--- config.mk ---
export PLATFORM = sky130hd
export DESIGN_NAME = nb2d_div
export DESIGN_NICKNAME = d
export VERILOG_FILES = /design/src/hdl/nbody_2d_step_with_merge_core_assert.svh /design/src/hdl/nb2d_pkg.sv /design/src/hdl/nb2d_div.sv
export SDC_FILE = /design/constraint.sdc
export NUM_CORES = 1
export LEC_CHECK = 0
export BUFFER_PORTS_ARGS = -buffer_cell sky130_fd_sc_hd__buf_4
export CORE_MARGIN = 5
export CORE_UTILIZATION = 49
export CTS_BUF_LIST = sky130_fd_sc_hd__clkbuf_8 sky130_fd_sc_hd__clkbuf_16
export DETAILED_ROUTE_END_ITERATION = 12
export MAX_ROUTING_LAYER = met4
export PLACE_DENSITY = 0.81
export SLEW_MARGIN = 40
export SYNTH_ARGS = -nofsm -noshare
export SYNTH_HDL_FRONTEND = slang
export SYNTH_SLANG_ARGS = --single-unit
export TNS_END_PERCENT = 5
--- constraint.sdc ---
create_clock -name clk_i -period 6.2 [get_ports clk_i]
set_clock_uncertainty 0.15 [all_clocks]
set_input_delay 0.31 -clock clk_i [delete_from_list [all_inputs] [get_ports clk_i]]
set_output_delay 0.31 -clock clk_i [all_outputs]
set_load 0.05 [all_outputs]
--- src/hdl/nbody_2d_step_with_merge_core_assert.svh ---
// Assertion macros for the n-body step core.
// Used by nbody_2d_step_with_merge_core; expects clk_i and rst_ni in scope.
`ifndef NBODY_2D_STEP_WITH_MERGE_CORE_ASSERT_SVH
`define NBODY_2D_STEP_WITH_MERGE_CORE_ASSERT_SVH

// same-cycle implication
`define NB2D_ASSERT_IMPL(lbl, ante, cons) \
  lbl: assert property (@(posedge clk_i) disable iff (!rst_ni) (ante) |-> (cons)) \
    else $error("nb2d assertion failed");

// next-cycle implication
`define NB2D_ASSERT_NEXT(lbl, ante, cons) \
  lbl: assert property (@(posedge clk_i) disable iff (!rst_ni) (ante) |=> (cons)) \
    else $error("nb2d assertion failed");

`endif

--- src/hdl/nb2d_pkg.sv ---
// Shared types, constants and helper functions of the n-body step core.
// No dependencies.
package nb2d_pkg;

  localparam logic [31:0] DT_Q48      = 32'd2814749767;
  localparam logic [97:0] DIST2_MIN   = 98'd1844674407;
  localparam int unsigned MAX_REPORTS = 16;

  localparam logic FUNC_LOAD = 1'b0;
  localparam logic FUNC_TICK = 1'b1;

  typedef struct packed {
    logic [47:0] x;
    logic [47:0] y;
    logic [47:0] vx;
    logic [47:0] vy;
    logic [47:0] mass;
  } body_t;

  typedef struct packed {
    logic [3:0] slot;
    body_t      body;
  } report_t;

  typedef struct packed {
    logic start;
    logic narrow;
  } div_req_t;

  function automatic logic [129:0] sext130(input logic [47:0] v);
    return {{82{v[47]}}, v};
  endfunction

  function automatic logic [47:0] sat48(input logic [129:0] a);
    logic [47:0] r;
    if (!a[129] && a[128:47] != '0) begin
      r = 48'h7FFF_FFFF_FFFF;
    end else if (a[129] && a[128:47] != '1) begin
      r = 48'h8000_0000_0000;
    end else begin
      r = a[47:0];
    end
    return r;
  endfunction

endpackage

--- src/hdl/nb2d_div.sv ---
// Shared restoring divider, 128-bit dividend, 98-bit divisor, one bit per cycle.
// Depends on nb2d_pkg (div_req_t). Narrow mode produces a 50-bit quotient.
module nb2d_div (
  input  logic               clk_i,
  input  logic               rst_ni,
  input  nb2d_pkg::div_req_t req_i,
  input  logic [127:0]       num_i,
  input  logic [97:0]        den_i,
  output logic               done_o,
  output logic [127:0]       quo_o
);

  localparam logic [7:0] NARROW_STEPS = 8'd50;
  localparam logic [7:0] FULL_STEPS   = 8'd128;

  logic [97:0]  rem_q, rem_d;
  logic [127:0] nq_q, nq_d;
  logic [97:0]  den_q, den_d;
  logic [7:0]   cnt_q, cnt_d;
  logic         busy_q, busy_d;
  logic         done_q, done_d;
  logic [98:0]  t;
  logic [98:0]  diff;
  logic         ge;

  always_comb begin
    t    = {rem_q, nq_q[127]};
    diff = t - {1'b0, den_q};
    ge   = t >= {1'b0, den_q};
  end

  always_comb begin
    rem_d  = rem_q;
    nq_d   = nq_q;
    den_d  = den_q;
    cnt_d  = cnt_q;
    busy_d = busy_q;
    done_d = 1'b0;
    if (req_i.start) begin
      den_d = den_i;
      if (den_i == '0) begin
        rem_d  = '0;
        nq_d   = '0;
        cnt_d  = '0;
        busy_d = 1'b0;
        done_d = 1'b1;
      end else if (req_i.narrow) begin
        rem_d  = {20'b0, num_i[127:50]};
        nq_d   = {num_i[49:0], 78'b0};
        cnt_d  = NARROW_STEPS;
        busy_d = 1'b1;
      end else begin
        rem_d  = '0;
        nq_d   = num_i;
        cnt_d  = FULL_STEPS;
        busy_d = 1'b1;
      end
    end else if (busy_q) begin
      rem_d = ge ? diff[97:0] : t[97:0];
      nq_d  = {nq_q[126:0], ge};
      cnt_d = cnt_q - 8'd1;
      if (cnt_q == 8'd1) begin
        busy_d = 1'b0;
        done_d = 1'b1;
      end
    end
  end

  always_ff @(posedge clk_i or negedge rst_ni) begin
    if (!rst_ni) begin
      cnt_q  <= '0;
      busy_q <= 1'b0;
      done_q <= 1'b0;
    end else begin
      cnt_q  <= cnt_d;
      busy_q <= busy_d;
      done_q <= done_d;
    end
  end

  always_ff @(posedge clk_i) begin
    rem_q <= rem_d;
    nq_q  <= nq_d;
    den_q <= den_d;
  end

  assign done_o = done_q;
  assign quo_o  = nq_q;

endmodule

-- Yosys cells after proc, flatten, opt, wreduce, memory -nomap -nowiden
Cells that the tools add are included.
- $add $sub $neg: 2
- order comparisons: 1
- eq/ne operators: 1
- mux-type cells: 21
- reduce and logical (&&, ||, !) cells: 2
- operators with widths (operator ; number):
    128-bit 2-to-1 mux ; 4
    98-bit 2-to-1 mux ; 3
    78-bit 2-to-1 mux ; 2
    99-bit by 98-bit >= comparator with 1-bit output ; 1
    98-bit zero test ; 1
    98-bit subtractor ; 1
    8-bit 2-to-1 mux ; 4
    8-bit by 1-bit equality test with 1-bit output (second input constant) ; 1
    1-bit 2-to-1 mux ; 8
    8-bit by 1-bit subtractor with 8-bit output (second input constant) ; 1
    2-bit nonzero test ; 1
- register bits: 334
- output and inout port bits: 129
- word-level logic and storage cells: 33

-- Depth between registers and ports, before layout
- depth after elaboration: 4
- mapped depth: 17

-- Least setup slack after synthesis
No wires, ideal clock.
- path type: input port to flip-flop
- from: input req_i[1] in the netlist's numbering
- to: register nq_q[0], in the netlist quo_o[0], enable pin
- library setup time: 577 ps
- arrival time: 5056 ps
- setup slack: 417 ps
- stages on the path: 3
- path buffers: 1
- cell sequence: clkbuf_1 > nor2_1 > inv_1
- word-level cells in the longest chain between the ends: 1
- ends and longest elaborated chain (item ; RTL line ; RTL):
    from (decl) ; nb2d_div.sv:6 ; input nb2d_pkg::div_req_t req_i,
    2-bit nonzero test (no source line) ; - ;
    to (signal assigned) ; nb2d_div.sv:83 ; nq_q <= nq_d;
    to (decl) ; nb2d_div.sv:17 ; logic [127:0] nq_q, nq_d;
No other way between the ends.
A chain may end at the register's enable or synchronous reset.

-- Worst setup path after layout
- from: register rem_q[0]
- to: register rem_q[45] (data pin)
- word-level cells in the longest chain between the ends: 4
- elaborated cells between the ends (all ways): 5
- classes of those cells: 1 x add/sub; 1 x order compare; 3 x mux
- ends and longest elaborated chain (item ; RTL line ; RTL):
    from (decl) ; nb2d_div.sv:16 ; logic [97:0] rem_q, rem_d;
    from (signal assigned) ; nb2d_div.sv:82 ; rem_q <= rem_d;
    98-bit subtractor or 99-bit by 98-bit >= comparator with 1-bit output (tied branches) ; nb2d_div.sv:28, nb2d_div.sv:29 ;
    98-bit 2-to-1 mux * ; nb2d_div.sv:59 ; rem_d = ge ? diff[97:0] : t[97:0];
    98-bit 2-to-1 mux * ; nb2d_div.sv:58 ; end else if (busy_q) begin
    98-bit 2-to-1 mux * ; nb2d_div.sv:39 ; if (req_i.start) begin
    net rem_d[45] ; nb2d_div.sv:16 ;
The timed path passes the listed nets; every way through them passes the cells marked *. The select of a mux whose other input is x is not followed.

==> flow_summary.toml <==
[status]
status = "completed"

[synthesis]
netlist_instances = 2005
synth_edf_count = 324
ys_dominant_reg_cell = "edfxtp_1"
synth_top_cells_by_count = "edfxtp_1, nand2_1, a21oi_1"
ys_top_cells_by_area = "edfxtp_1, ha_1, mux2i_1"
synth_top_area_share_pct = 46.7
ys_seq_area_share_pct = 47.9
synthesis.area_um2 = 20800
synth_top_area_cell = "edfxtp_1"
ys_ff_latch = 334
synthDistinctLibCells = 80
ys_warn_count = 0
syn_nets = 2336
synth_most_common_cell = "edfxtp_1"
synth.avg_cell_area_um2 = 10.4
async_flop_share_pct = 2.99

[global_routing]
grt_usage_pct = 29.5
grt_start_max_net_pins = 127
antenna_found_initial = 0
overflow = 0
first_global_vias = 18900
grt_pass1_wl_um = 107000

[setup_path]
r2r_setup_slack_ns = 1.55
crit_top_cell = "a21oi_4"
critPathLaunchType = "register"
worstPathArrival_ns = 4.75
worst_path_max_delay_cell = "buf_4"
r2r_cells = 13
reg2reg_to = "rem_q[45]"
path_max_fanout = 51
critPathKind = "reg -> reg"
required_ns = 6.30
rr_startpoint = "rem_q[0]"
slowest_delay_ns = 0.76
path_cells = "ha_1 > nor2b_1 > o31a_2 > nor4b_2 > o311a_1 > o21ai_2 > a21oi_4 > a21oi_4 > o21ba_4 > o31ai_4 > buf_4 > mux2i_1 > o21ai_0"
cp-end-kind = "register"

[floorplanning]
io_pins = 359
core_area_um2 = 41900
die_area_um2 = 46700
die-height_um = 216
dieWidth_um = 216
row_count = 75
start_util_pct = 49.6

[clock_network]
worstSkewPairLatency_ns = 0.55
clkSlewWorstSetupHoldPaths_ns = 0.06
numCtsBuffers = 37
cts_num_sinks = 334
ctsResizeCount = 0
cts_max_path_buffers = 3
ctsHoldBuffers = 227
cts_tree = "yes"
cts_root_buffer = "clkbuf_16"
postCtsSetupBuffers = 0
h-tree-depth = 2

[min_path]
worstHoldPathCells = 3
hp-start = "num_i[127]"
hold_end = "rem_q[77]"
hold_path.class = "in -> reg"

[timing]
slew_headroom_pct = 40.1
hold_violations = 0
layout_setup_ws_ns = 1.55
setup_viol = 0
max_freq_mhz = 215
tns_ns = 0
tightest_slew_ns = 0.898
rsz0062_at_grt = "no"
finalCritPeriodShare_pct = 75.0
finalMaxSlewViolations = 0
period_minus_slack_ns = 4.65

[route]
num_vias = 18700
drt-initial-drc-count = 1849
wl_um = 70000
vias_per_cell = 6.06
routedWlPerCell_um = 22.6
ant_nets = 0
drt_pass1_iterations = 6
drc = 0

[layout]
utilization_pct = 64.9
final_layout_size_suffix_gt1_share_pct = 17.9
diodes = 0
fin_cells = 3093
area_growth_syn_to_layout_pct = 30.7
nNetsFinal = 2862

[placed_design]
portBuffers = 358
gp_congestion = 0.951
place_inst = 2804
dp_slack_ns = 1.63
dp_hpwl_um = 48300

[power]
p_leak_nw = 11.6
power_per_cell_area_nw_per_um2 = 426
ir_worst_vdd_uv = 224

[flow_run]
max-cap-violations = 0
[metal layers]
layer  global-route usage (%)  routed length [um]
met4                     9.46                2380
met1                     39.7               29600
met2                     46.2               32700
met5                        -                   0
met3                     4.77                5380
[cell usage in the layout, fill, tap and decap left out, types with 6 or more instances in the layout]
master         count
dlygate4sd3_1    227
nand4_1           52
o22ai_1            8
dfrtp_1           10
o21ai_1           16
or4_1              6
clkbuf_16         37
nand2b_1           7
nand3_1           15
o2bb2ai_1         59
a221oi_1           8
and3_1             6
clkinv_2           7
edfxtp_1         324
o211ai_1          11
nand2_1          205
mux2i_1          123
nor3_1            26
ha_1             100
a22o_1            79
o31ai_1            8
a211oi_1           8
a21boi_0           6
nor4_1            33
xor2_1            32
a31oi_1           13
o21ai_0          128
nor2b_1            8
xnor2_1           64
nor2_1            93
o21bai_1          32
o21a_1             7
a21o_1            40
or3_1              9
a21oi_1          150
buf_4            367
inv_1            143
[critical path: cells and delay by family (launching register included)]
| family | cells | cell delay (ns) |
|---|---|---|
| AOI/OAI and AO/OA | 8 | 1.81 |
| buffers and inverters | 1 | 0.76 |
| and+or+nand+nor | 2 | 0.49 |
| DFF | 1 | 0.45 |
| adders and majority gates | 1 | 0.33 |
| muxes | 1 | 0.31 |
[state kept, by name, summed over array words and instances (netlist names)]
register,cells
busy_q,1
cnt_q,8
den_q,98
done_o,1
quo_o,128
rem_q,98
[cell type report]
class,instances,area [um^2]
clock buffers,37,926
clock inverters,25,173
fillers,3203,14700
inverters,136,526
multi-input cells,1423,9840
flip-flops and latches,334,9980
well taps,539,674
repair buffers,599,5100
[where the power goes]
group | switching [mW] | total (mW) | internal, mW
Combinational | 3.74 | 6.08 | 2.34
Sequential | 0.313 | 3.45 | 3.13
Clock | 0.899 | 2.06 | 1.17
[worst max path at each step]
stage	slack (ns)	start	to	depth (start not counted)
5_1_grt	1.34	rem_q[0]	rem_q[51]	13
6_report	1.55	rem_q[0]	rem_q[45]	13
2_1_floorplan	0.42	req_i[1]	quo_o[0]	3
3_3_place_gp	1.73	rem_q[0]	rem_q[97]	13
4_1_cts	1.60	rem_q[0]	rem_q[45]	13
3_5_place_dp	1.63	rem_q[0]	rem_q[45]	13
[through the flow]
| step | cell area [um^2] | hold slack [ns] | power [mW] |
|---|---|---|---|
| 2_1_floorplan | 20800 | -0.136 | 7.83 |
| 3_3_place_gp | 23800 | -0.00362 | 9.21 |
| 3_5_place_dp | 23800 | -0.00204 | 9.27 |
| 4_1_cts | 27200 | 0.0174 | 11.5 |
| 5_1_grt | 27200 | 0.0407 | 12.3 |
| 6_report | 27200 | 0.0434 | 11.6 |
[logic make-up after synthesis]
logic type	Yosys count	share of synthesized area, %
multiplexers	124	5.97
AO/OA/AOI/OAI	616	19.9
adder cells (fa/ha/maj)	101	6.11
XOR/XNOR	96	4.04
buffers and inverters	248	5.08
flip-flops	334	47.9
AND/OR/NAND/NOR	486	10.9
Note: power is estimated with default switching activity, not from simulation.
